File: src/rtl/core/pce_pkg.sv
// Shared constants and types of the Playfair encryptor.
`default_nettype none

package pce_pkg;

	localparam int unsigned LETTERS = 26;
	localparam int unsigned CELLS   = 25;
	localparam int unsigned SIDE    = 5;
	localparam int unsigned LET_W   = 5;
	localparam int unsigned CELL_W  = 5;

	localparam logic [LET_W-1:0] IDX_I     = LET_W'(8);
	localparam logic [LET_W-1:0] IDX_J     = LET_W'(9);
	localparam logic [LET_W-1:0] IDX_X     = LET_W'(23);
	localparam logic [LET_W-1:0] NO_LETTER = LET_W'(LETTERS);
	localparam logic [6:0]       ASCII_A   = 7'h41;

	typedef enum logic [1:0] {
		OP_KEY_BYTE  = 2'd0,
		OP_KEY_END   = 2'd1,
		OP_TEXT_BYTE = 2'd2,
		OP_TEXT_END  = 2'd3
	} opcode_t;

	// One placement into the key square: both directions are written together.
	typedef struct packed {
		logic              we;
		logic [CELL_W-1:0] slot;
		logic [LET_W-1:0]  letter;
	} tbl_wr_t;

	typedef struct packed {
		logic              cof_re;
		logic [LET_W-1:0]  cof_addr_a;
		logic [LET_W-1:0]  cof_addr_b;
		logic              lac_re;
		logic [CELL_W-1:0] lac_addr_a;
		logic [CELL_W-1:0] lac_addr_b;
	} tbl_rd_t;

	typedef struct packed {
		logic [CELL_W-1:0] cell_a;
		logic [CELL_W-1:0] cell_b;
		logic [LET_W-1:0]  letter_a;
		logic [LET_W-1:0]  letter_b;
	} tbl_rdata_t;

	typedef struct packed {
		logic [LET_W-1:0] lead;
		logic [LET_W-1:0] trail;
	} pair_t;

endpackage

`default_nettype wire

File: src/rtl/core/pce_table.sv
// Key square memories: letter of each cell and cell of each letter.
`default_nettype none

module pce_table (
	input  wire logic               clk,
	input  wire pce_pkg::tbl_wr_t   wr,
	input  wire pce_pkg::tbl_rd_t   rd,
	output pce_pkg::tbl_rdata_t     rdata
);

	logic [pce_pkg::LET_W-1:0]  lac_mem [0:pce_pkg::CELLS-1];
	logic [pce_pkg::CELL_W-1:0] cof_mem [0:pce_pkg::LETTERS-1];

	always_ff @(posedge clk) begin
		if (wr.we) begin
			lac_mem[wr.slot]   <= wr.letter;
			cof_mem[wr.letter] <= wr.slot;
		end
	end

	// Read data holds until the next enabled read, so a stalled lookup keeps its result.
	always_ff @(posedge clk) begin
		if (rd.cof_re) begin
			rdata.cell_a <= cof_mem[rd.cof_addr_a];
			rdata.cell_b <= cof_mem[rd.cof_addr_b];
		end
		if (rd.lac_re) begin
			rdata.letter_a <= lac_mem[rd.lac_addr_a];
			rdata.letter_b <= lac_mem[rd.lac_addr_b];
		end
	end

endmodule

`default_nettype wire

File: src/rtl/core/pce_obuf.sv
// Output buffer holding one encrypted digraph and handing it out letter by letter.
`default_nettype none

module pce_obuf (
	input  wire logic            clk,
	input  wire logic            arst_n,
	input  wire logic            load,
	input  wire pce_pkg::pair_t  pair,
	output logic                 empty,
	output logic                 out_valid,
	input  wire logic            out_ready,
	output logic [6:0]           cipher_letter,
	output logic                 last
);

	pce_pkg::pair_t pair_q;
	logic [1:0]     cnt_q;
	logic [4:0]     sel;

	assign empty     = (cnt_q == 2'd0);
	assign out_valid = !empty;
	assign last      = (cnt_q == 2'd1);
	assign sel       = last ? pair_q.trail : pair_q.lead;

	assign cipher_letter = pce_pkg::ASCII_A + {2'b00, sel};

	always_ff @(posedge clk) begin
		if (load) begin
			pair_q <= pair;
		end
	end

	always_ff @(posedge clk or negedge arst_n) begin
		if (!arst_n) begin
			cnt_q <= 2'd0;
		end else if (load) begin
			cnt_q <= 2'd2;
		end else if (out_valid && out_ready) begin
			cnt_q <= cnt_q - 2'd1;
		end
	end

endmodule

`default_nettype wire

File: src/rtl/core/pce_ctrl.sv
// Sequencer: key placement, table completion walk, digraph forming and lookups.
`default_nettype none

module pce_ctrl (
	input  wire logic                 clk,
	input  wire logic                 arst_n,
	input  wire logic                 in_valid,
	output logic                      in_ready,
	input  wire logic [1:0]           opcode,
	input  wire logic [7:0]           in_byte,
	output pce_pkg::tbl_wr_t          wr,
	output pce_pkg::tbl_rd_t          rd,
	input  wire pce_pkg::tbl_rdata_t  rdata,
	input  wire logic                 obuf_empty,
	output logic                      load,
	output pce_pkg::pair_t            pair
);

	typedef enum logic [4:0] {
		S_IDLE  = 5'b00001,
		S_FILL  = 5'b00010,
		S_TEXT  = 5'b00100,
		S_LOOK1 = 5'b01000,
		S_LOOK2 = 5'b10000
	} state_t;

	localparam logic [4:0] WALK_LAST = 5'(pce_pkg::LETTERS - 1);
	localparam logic [4:0] FULL      = 5'(pce_pkg::CELLS);

	function automatic logic [4:0] letter_of(input logic [7:0] b);
		logic [4:0] r;
		r = pce_pkg::NO_LETTER;
		if (b >= 8'h61 && b <= 8'h7a) begin
			r = 5'(b - 8'h61);
		end else if (b >= 8'h41 && b <= 8'h5a) begin
			r = 5'(b - 8'h41);
		end
		return r;
	endfunction

	function automatic logic [4:0] look_as(input logic [4:0] l);
		return (l == pce_pkg::IDX_J) ? pce_pkg::IDX_I : l;
	endfunction

	function automatic logic [2:0] row_of(input logic [4:0] c);
		logic [2:0] r;
		if (c >= 5'd20)      r = 3'd4;
		else if (c >= 5'd15) r = 3'd3;
		else if (c >= 5'd10) r = 3'd2;
		else if (c >= 5'd5)  r = 3'd1;
		else                 r = 3'd0;
		return r;
	endfunction

	function automatic logic [2:0] col_of(input logic [4:0] c);
		logic [2:0] r;
		r = row_of(c);
		return 3'(c - ({r, 2'b00} + 5'(r)));
	endfunction

	function automatic logic [4:0] cell_at(input logic [2:0] r, input logic [2:0] k);
		return {r, 2'b00} + 5'(r) + 5'(k);
	endfunction

	function automatic logic [2:0] inc5(input logic [2:0] x);
		return (x == 3'(pce_pkg::SIDE - 1)) ? 3'd0 : x + 3'd1;
	endfunction

	state_t            state_q, state_d;
	logic [25:0]       used_q, used_d;
	logic [4:0]        filled_q, filled_d;
	logic [4:0]        prev_q, prev_d;
	logic              prev_valid_q, prev_valid_d;
	logic [4:0]        pend_q, pend_d;
	logic              pend_valid_q, pend_valid_d;
	logic              key_phase_q, key_phase_d;
	logic [4:0]        walk_q, walk_d;
	pce_pkg::opcode_t  op_q, op_d;
	logic [4:0]        let_q, let_d;

	logic              acc;
	logic              full;
	pce_pkg::opcode_t  in_op;
	logic [4:0]        in_let;
	logic [4:0]        key_let;
	logic              fresh;
	logic [25:0]       used_base;
	logic [4:0]        filled_base;
	logic              key_place;
	logic              walk_place;

	pce_pkg::opcode_t  t_op;
	logic [4:0]        t_let;
	logic              step_en;
	logic              dbl;
	logic              go_pair;
	logic [4:0]        pa, pb;

	logic [2:0]        r1, r2, k1, k2;
	logic [4:0]        o1, o2;

	assign in_ready = (state_q == S_IDLE);
	assign acc      = in_valid && in_ready;
	assign full     = (filled_q == FULL);
	assign in_op    = pce_pkg::opcode_t'(opcode);
	assign in_let   = letter_of(in_byte);

	// Key byte: a key byte outside key phase opens a fresh table first.
	assign fresh       = !key_phase_q;
	assign used_base   = fresh ? '0 : used_q;
	assign filled_base = fresh ? 5'd0 : filled_q;
	assign key_let     = look_as(in_let);
	assign key_place   = (key_let != pce_pkg::NO_LETTER) && !used_base[key_let]
		&& (filled_base < FULL);

	assign walk_place = (walk_q != pce_pkg::IDX_J) && !used_q[walk_q] && (filled_q < FULL);

	// The digraph step works on the incoming item when the table is already
	// complete, otherwise on the latched item once the walk has finished.
	assign t_op    = (state_q == S_IDLE) ? in_op : op_q;
	assign t_let   = (state_q == S_IDLE) ? in_let : let_q;
	assign step_en = (state_q == S_TEXT)
		|| (acc && in_op != pce_pkg::OP_KEY_BYTE && full);
	assign dbl     = prev_valid_q && (prev_q == t_let);

	always_comb begin
		go_pair      = 1'b0;
		pa           = pend_q;
		pb           = pce_pkg::IDX_X;
		pend_d       = pend_q;
		pend_valid_d = pend_valid_q;
		prev_d       = prev_q;
		prev_valid_d = prev_valid_q;
		if (step_en) begin
			case (t_op)
				pce_pkg::OP_TEXT_BYTE: begin
					if (t_let != pce_pkg::NO_LETTER) begin
						prev_d       = t_let;
						prev_valid_d = 1'b1;
						if (dbl) begin
							go_pair = 1'b1;
							if (pend_valid_q) begin
								pend_d       = t_let;
								pend_valid_d = 1'b1;
							end else begin
								pa           = pce_pkg::IDX_X;
								pb           = t_let;
								pend_valid_d = 1'b0;
							end
						end else if (pend_valid_q) begin
							go_pair      = 1'b1;
							pb           = t_let;
							pend_valid_d = 1'b0;
						end else begin
							pend_d       = t_let;
							pend_valid_d = 1'b1;
						end
					end
				end
				pce_pkg::OP_TEXT_END: begin
					go_pair      = pend_valid_q;
					pend_valid_d = 1'b0;
					prev_valid_d = 1'b0;
				end
				default: begin
				end
			endcase
		end else if (acc && in_op == pce_pkg::OP_KEY_BYTE && fresh) begin
			pend_valid_d = 1'b0;
			prev_valid_d = 1'b0;
		end
	end

	// Playfair rules on the two cells returned by the first lookup.
	always_comb begin
		r1 = row_of(rdata.cell_a);
		r2 = row_of(rdata.cell_b);
		k1 = col_of(rdata.cell_a);
		k2 = col_of(rdata.cell_b);
		if (r1 == r2) begin
			o1 = cell_at(r1, inc5(k1));
			o2 = cell_at(r2, inc5(k2));
		end else if (k1 == k2) begin
			o1 = cell_at(inc5(r1), k1);
			o2 = cell_at(inc5(r2), k2);
		end else begin
			o1 = cell_at(r1, k2);
			o2 = cell_at(r2, k1);
		end
	end

	// Only key bytes and the walk write; reads come from text transactions once the
	// square is complete and never in a writing cycle, so no forwarding is needed.
	always_comb begin
		wr.we     = 1'b0;
		wr.slot   = filled_base;
		wr.letter = key_let;
		if (state_q == S_FILL) begin
			wr.we     = walk_place;
			wr.slot   = filled_q;
			wr.letter = walk_q;
		end else if (acc && in_op == pce_pkg::OP_KEY_BYTE) begin
			wr.we = key_place;
		end
	end

	assign rd.cof_re     = go_pair;
	assign rd.cof_addr_a = look_as(pa);
	assign rd.cof_addr_b = look_as(pb);
	assign rd.lac_re     = (state_q == S_LOOK1);
	assign rd.lac_addr_a = o1;
	assign rd.lac_addr_b = o2;

	assign load       = (state_q == S_LOOK2) && obuf_empty;
	assign pair.lead  = rdata.letter_a;
	assign pair.trail = rdata.letter_b;

	always_comb begin
		state_d     = state_q;
		used_d      = used_q;
		filled_d    = filled_q;
		key_phase_d = key_phase_q;
		walk_d      = walk_q;
		op_d        = op_q;
		let_d       = let_q;
		unique case (state_q)
			S_IDLE: begin
				if (acc) begin
					if (in_op == pce_pkg::OP_KEY_BYTE) begin
						key_phase_d = 1'b1;
						used_d      = used_base | (key_place ? (26'd1 << key_let) : 26'd0);
						filled_d    = filled_base + 5'(key_place);
					end else begin
						key_phase_d = 1'b0;
						op_d        = in_op;
						let_d       = in_let;
						if (!full) begin
							walk_d  = 5'd0;
							state_d = S_FILL;
						end else if (go_pair) begin
							state_d = S_LOOK1;
						end
					end
				end
			end
			S_FILL: begin
				if (walk_place) begin
					used_d   = used_q | (26'd1 << walk_q);
					filled_d = filled_q + 5'd1;
				end
				walk_d = walk_q + 5'd1;
				if (walk_q == WALK_LAST) begin
					state_d = (op_q == pce_pkg::OP_KEY_END) ? S_IDLE : S_TEXT;
				end
			end
			S_TEXT: begin
				state_d = go_pair ? S_LOOK1 : S_IDLE;
			end
			S_LOOK1: begin
				state_d = S_LOOK2;
			end
			S_LOOK2: begin
				if (obuf_empty) begin
					state_d = S_IDLE;
				end
			end
			default: begin
				state_d = S_IDLE;
			end
		endcase
	end

	always_ff @(posedge clk) begin
		walk_q <= walk_d;
		op_q   <= op_d;
		let_q  <= let_d;
		prev_q <= prev_d;
		pend_q <= pend_d;
	end

	always_ff @(posedge clk or negedge arst_n) begin
		if (!arst_n) begin
			state_q      <= S_IDLE;
			used_q       <= '0;
			filled_q     <= 5'd0;
			prev_valid_q <= 1'b0;
			pend_valid_q <= 1'b0;
			key_phase_q  <= 1'b0;
		end else begin
			state_q      <= state_d;
			used_q       <= used_d;
			filled_q     <= filled_d;
			prev_valid_q <= prev_valid_d;
			pend_valid_q <= pend_valid_d;
			key_phase_q  <= key_phase_d;
		end
	end

	a_fill_bound: assert property (@(posedge clk) disable iff (!arst_n)
		filled_q <= FULL)
		else $error("key square fill count beyond the square");

	a_used_matches_fill: assert property (@(posedge clk) disable iff (!arst_n)
		$countones(used_q) == filled_q)
		else $error("used letters disagree with the fill count");

	a_no_j_placed: assert property (@(posedge clk) disable iff (!arst_n)
		!used_q[pce_pkg::IDX_J])
		else $error("letter J placed in the key square");

	a_walk_completes: assert property (@(posedge clk) disable iff (!arst_n)
		(state_q == S_FILL && walk_q == WALK_LAST) |=> full)
		else $error("completion walk left the key square short");

	a_lookup_needs_full: assert property (@(posedge clk) disable iff (!arst_n)
		rd.cof_re |-> full)
		else $error("lookup issued before the key square was complete");

endmodule

`default_nettype wire

File: src/rtl/core/playfair_cipher_encrypt.sv
// Top level of the Playfair encryptor: sequencer, key square memories and output buffer.
//
//  Channel  Direction  Handshake            Payload
//  input    in         in_valid / in_ready  opcode[1:0], in_byte[7:0]
//  output   out        out_valid/out_ready  cipher_letter[6:0], last
//
// A key byte, a key end on a complete square and a text transaction that forms no digraph
// keep the sequencer idle; a digraph takes two memory reads in turn, then the load.
// On an incomplete square a key end adds a walk over all letters that fills the empty cells;
// a text transaction adds that walk and then resumes its digraph step in S_TEXT.
// Reset clears only control state; the memories are read only once the square is complete.
// Output drains under later transactions; a new digraph stalls input until the buffer empties.
`default_nettype none

module playfair_cipher_encrypt (
	input  wire logic        clk,
	input  wire logic        arst_n,
	input  wire logic        in_valid,
	output logic             in_ready,
	input  wire logic [1:0]  opcode,
	input  wire logic [7:0]  in_byte,
	output logic             out_valid,
	input  wire logic        out_ready,
	output logic [6:0]       cipher_letter,
	output logic             last
);

	pce_pkg::tbl_wr_t    wr;
	pce_pkg::tbl_rd_t    rd;
	pce_pkg::tbl_rdata_t rdata;
	pce_pkg::pair_t      pair;
	logic                load;
	logic                obuf_empty;

	pce_ctrl u_ctrl (
		.clk        (clk),
		.arst_n     (arst_n),
		.in_valid   (in_valid),
		.in_ready   (in_ready),
		.opcode     (opcode),
		.in_byte    (in_byte),
		.wr         (wr),
		.rd         (rd),
		.rdata      (rdata),
		.obuf_empty (obuf_empty),
		.load       (load),
		.pair       (pair)
	);

	pce_table u_table (
		.clk   (clk),
		.wr    (wr),
		.rd    (rd),
		.rdata (rdata)
	);

	pce_obuf u_obuf (
		.clk           (clk),
		.arst_n        (arst_n),
		.load          (load),
		.pair          (pair),
		.empty         (obuf_empty),
		.out_valid     (out_valid),
		.out_ready     (out_ready),
		.cipher_letter (cipher_letter),
		.last          (last)
	);

endmodule

`default_nettype wire

File: config.mk
export PLATFORM = sky130hd
export DESIGN_NAME = playfair_cipher_encrypt
export DESIGN_NICKNAME = d
export VERILOG_FILES = /design/src/rtl/core/pce_pkg.sv /design/src/rtl/core/pce_table.sv /design/src/rtl/core/pce_obuf.sv /design/src/rtl/core/pce_ctrl.sv /design/src/rtl/core/playfair_cipher_encrypt.sv
export SDC_FILE = /design/constraint.sdc
export NUM_CORES = 1
export LEC_CHECK = 0
export BUFFER_PORTS_ARGS = -buffer_cell sky130_fd_sc_hd__clkbuf_2
export CAP_MARGIN = 20
export CORE_UTILIZATION = 25
export CTS_BUF_LIST = sky130_fd_sc_hd__clkbuf_16
export DETAILED_ROUTE_END_ITERATION = 16
export GPL_TIMING_DRIVEN = 0
export PLACE_DENSITY = 0.37
export SLEW_MARGIN = 20
export SYNTH_ARGS = -nofsm -noshare
export SYNTH_HDL_FRONTEND = slang
export SYNTH_SLANG_ARGS = --single-unit
File: constraint.sdc
create_clock -name clk -period 8.15 [get_ports clk]
set_input_delay 0.815 -clock clk [delete_from_list [all_inputs] [get_ports clk]]
set_output_delay 0.815 -clock clk [all_outputs]
set_load 0.01 [all_outputs]
==> results_dict.tcl <==
set metrics [dict create \
    ctsHoldBuffers 0 \
    ys_ff_latch 348 \
    hold_viol 0 \
    grt_start_max_net_pins 42 \
    clk_path_buf_depth 3 \
    ioPinCount 24 \
    drive_gt1_share_pct 12.6 \
    final_nets 2055 \
    report.final.setup_viol 0 \
    cts_resized 0 \
    drt-total-wl_um 77700 \
    multi_input_area_mm2 0.00971 \
    leakage_nw 8.40 \
    num_rows 104 \
    wl_per_cell_um 25.2 \
    synth.distinct_cells 103 \
    synth.avg_cell_area_um2 10.8 \
    place_ws_ns 1.66 \
    fillCellCount 8353 \
    tightest_slew_ns 1.11 \
    async_flop_share_pct 11.8 \
    rsz0062_at_grt "false" \
    relSlewSlack_pct 25.0 \
    dr.first_iter.drc_count 1616 \
    utilization_pct 29.4 \
    synth_area_mm2 0.0205 \
    vdd_drop_max_mv 0.105 \
    dpl.cell_count 2999 \
    antenna_cells 0 \
    worst_slack_ns 1.69 \
    cp_max_fo 9 \
    grt_pass1_wl_um 114000 \
    worst-setup-path-type "reg2reg" \
    ant_nets 0 \
    power_switching_share_pct 35.4 \
    postCtsSetupBuffers 0 \
    synth_edf_count 307 \
    synth_area_leaders "edfxtp_1, mux2i_1, dfrtp_1" \
    cp.arrival_ns 6.75 \
    total_power_mw 5.47 \
    grt_pass1_vias 16600 \
    r2r-start "u_table.rdata[13]" \
    yosys_warnings 0 \
    die_x_um 288 \
    crit_required_ns 8.44 \
    clockPowerShare_pct 32.6 \
    htree_levels 2 \
    core-area_mm2 0.0808 \
    path_clk_slew_ns 0.06 \
    die_area_mm2 0.0832 \
    fp.dieH_um 288 \
    clk_latency_ns 0.59 \
    cp-start-kind "flop" \
    synth_top_cell_area_share_pct 44.9 \
    tns_ns 0 \
    cts-root-buf "clkbuf_16" \
    hpwl_um 58200 \
    drtPass1Iterations 5 \
    fin_crit_ns 6.46 \
    p_per_area_mw_per_mm2 230 \
    cts_buffers 43 \
    rr_worst_depth 18 \
    path_common_cell "fa_1" \
    power_frac_seq_pct 40.2 \
    initial_core_util_pct 25.4 \
    syn_nets 1976 \
    grt_usage_pct 18.6 \
    synth_top_area_cell "edfxtp_1" \
    drc 0 \
    max_cap_violations 0 \
    max_freq_mhz 155 \
    grt.overflow.total 0 \
    critical_path.max_stage_delay_ns 0.63 \
    cp-end-kind "flop" \
    area.sequential_mm2 0.0102 \
    path_cells "nor2b_1 > o2111a_1 > or2_2 > nor2_1 > ha_1 > inv_1 > fa_1 > and3_1 > a211oi_4 > fa_1 > fa_1 > nand3_1 > a31o_2 > clkbuf_1 > nor2_1 > o21ai_0 > o2111ai_1 > nand3_1" \
    avgViaCountPerCell 5.41 \
    num_vias 16700 \
    routabilityCongestion 0.939 \
    yosysSeqAreaShare_pct 50.0 \
    antenna_found_initial 0 \
    finalClockSkew_ns 0.0266 \
    drv_slew 0 \
    syn-instance-count 1905 \
    cpMaxStageDelayCell "nor2_1" \
    port_buffers 21 \
    power.switching_mw 1.94 \
    cp-startpoint "u_table.rdata[13]" \
    synth_top_flop_cell "edfxtp_1" \
    cts_tree "yes" \
    cts_sinks 348 \
    worstHoldPathType "in2async" \
    fin_crit_sh_pct 79.2 \
    outcome "finished, final reports clean" \
    finalNonFillerCells 3078 \
    areaGrowthSynthToFinish_pct 15.7 \
    combPwrFrac_pct 27.3 \
    p_int_mw 3.53 \
]
flip-flops by register name (all words and copies together), names as in the netlist:
signal / cells
u_ctrl.let_q: 5
u_ctrl.walk_q: 5
u_ctrl.prev_valid_q: 1
u_ctrl.state_q: 5
u_ctrl.key_phase_q: 1
u_obuf.cnt_q: 2
u_ctrl.filled_q: 5
u_ctrl.pend_valid_q: 1
u_ctrl.pend_q: 5
u_ctrl.used_q: 26
u_ctrl.prev_q: 5
u_ctrl.op_q: 2
u_table.rdata: 20
u_obuf.pair_q: 10
u_table.lac_mem: 125
u_table.cof_mem: 130
kinds of logic (layout without fill, tap and decap cells):
logic type,after synthesis,in the layout,share of synthesized area [%]
compound gates,517,517,17.9
xor+xnor,29,29,1.38
fa+ha+maj,57,57,3.84
buf+inv,173,286,3.84
flops,348,348,50.0
mux,152,152,8.23
other cells,1,1,0.0183
simple gates,628,628,14.8
placed cells by master (no fill, tap or decap), types with 11 or more instances in the layout:
cell / n
edfxtp_1: 307
nand2_1: 186
nor2_1: 137
mux2i_1: 127
a21oi_1: 124
o21ai_0: 75
nand3_1: 65
inv_1: 64
clkbuf_1: 60
nor3_1: 55
ha_1: 47
clkbuf_16: 43
dfrtp_1: 40
a211oi_1: 37
and2_1: 31
a31oi_1: 27
nor4_2: 23
clkbuf_2: 21
a22oi_1: 21
buf_2: 20
nor4_1: 20
a32oi_1: 20
a221oi_1: 20
nor2b_1: 18
xnor2_1: 17
o22ai_1: 17
buf_4: 16
nand4_1: 16
a21o_1: 14
o2111ai_1: 13
mux2_2: 13
o31ai_1: 12
clkinv_1: 12
mux4_2: 12
o221ai_1: 11
and3_1: 11
final cells by class:
cell class | count | area share [%]
clock inverter | 36 | 0.902
clock buffer | 43 | 4.53
inverter | 63 | 1.00
tap | 1060 | 5.59
timing repair buffer | 34 | 1.54
sequential | 348 | 43.2
buffer | 110 | 2.34
multi-input combinational | 1384 | 40.9
metal layers:
metal | share of wire, % | GRT usage (%) | vias to the layer above
li1 | - | - | 7536
met1 | 45 | 25.4 | 8367
met2 | 46 | 29.9 | 619
met3 | 5.4 | 2.16 | 135
met4 | 3.6 | 7.22 | 0
met5 | 0 | 0 | -
power groups by stage:
stage	Sequential, mW	Clock (mW)	Combinational (mW)
2_1_floorplan	2.20	0	0.878
3_3_place_gp	2.24	0	1.41
3_5_place_dp	2.23	0	1.47
4_1_cts	2.19	1.84	1.48
5_1_grt	2.21	1.89	1.60
6_report	2.20	1.78	1.49
synthesized netlist by cell type, types with 19 or more instances:
cell,instances
buf_2,19
nor3_1,60
a211oi_1,37
a31oi_1,27
o21ai_0,76
a32oi_1,20
a22oi_1,21
nor2_1,140
edfxtp_1,307
nor4_1,43
nand3_1,65
dfrtp_1,40
and2_1,31
nor2b_1,19
a221oi_1,20
mux2i_1,127
inv_1,56
clkbuf_1,62
a21oi_1,126
ha_1,47
nand2_1,186
stage by stage:
step	instance area, um^2	hold WS (ns)
floorplan	20500	0.400
global placement	21900	0.404
detailed placement	22400	0.405
CTS	23700	0.271
global route	23700	0.311
finish	23700	0.267
worst paths after layout:
check	slack, ns	to
setup / recovery	1.69	u_table.rdata[4]
hold / removal	0.27	u_ctrl.used_q[22]
setup reg to reg	1.69	u_table.rdata[4]
hold reg to reg	0.42	u_obuf.pair_q[0]
max in group asynchronous	7.43	u_ctrl.used_q[6]
min in group clk	0.42	u_obuf.pair_q[0]
worst max-delay path: cells and delay by family (launching register included):
family,cells,cell delay (ns)
AND/OR/NAND/NOR,7,2.06
buffers and inverters,2,0.34
adder cells (fa/ha/maj),4,1.75
flip-flops,1,0.44
AO/OA/AOI/OAI,5,1.57
No activity file was read; power rests on OpenSTA's default activity.
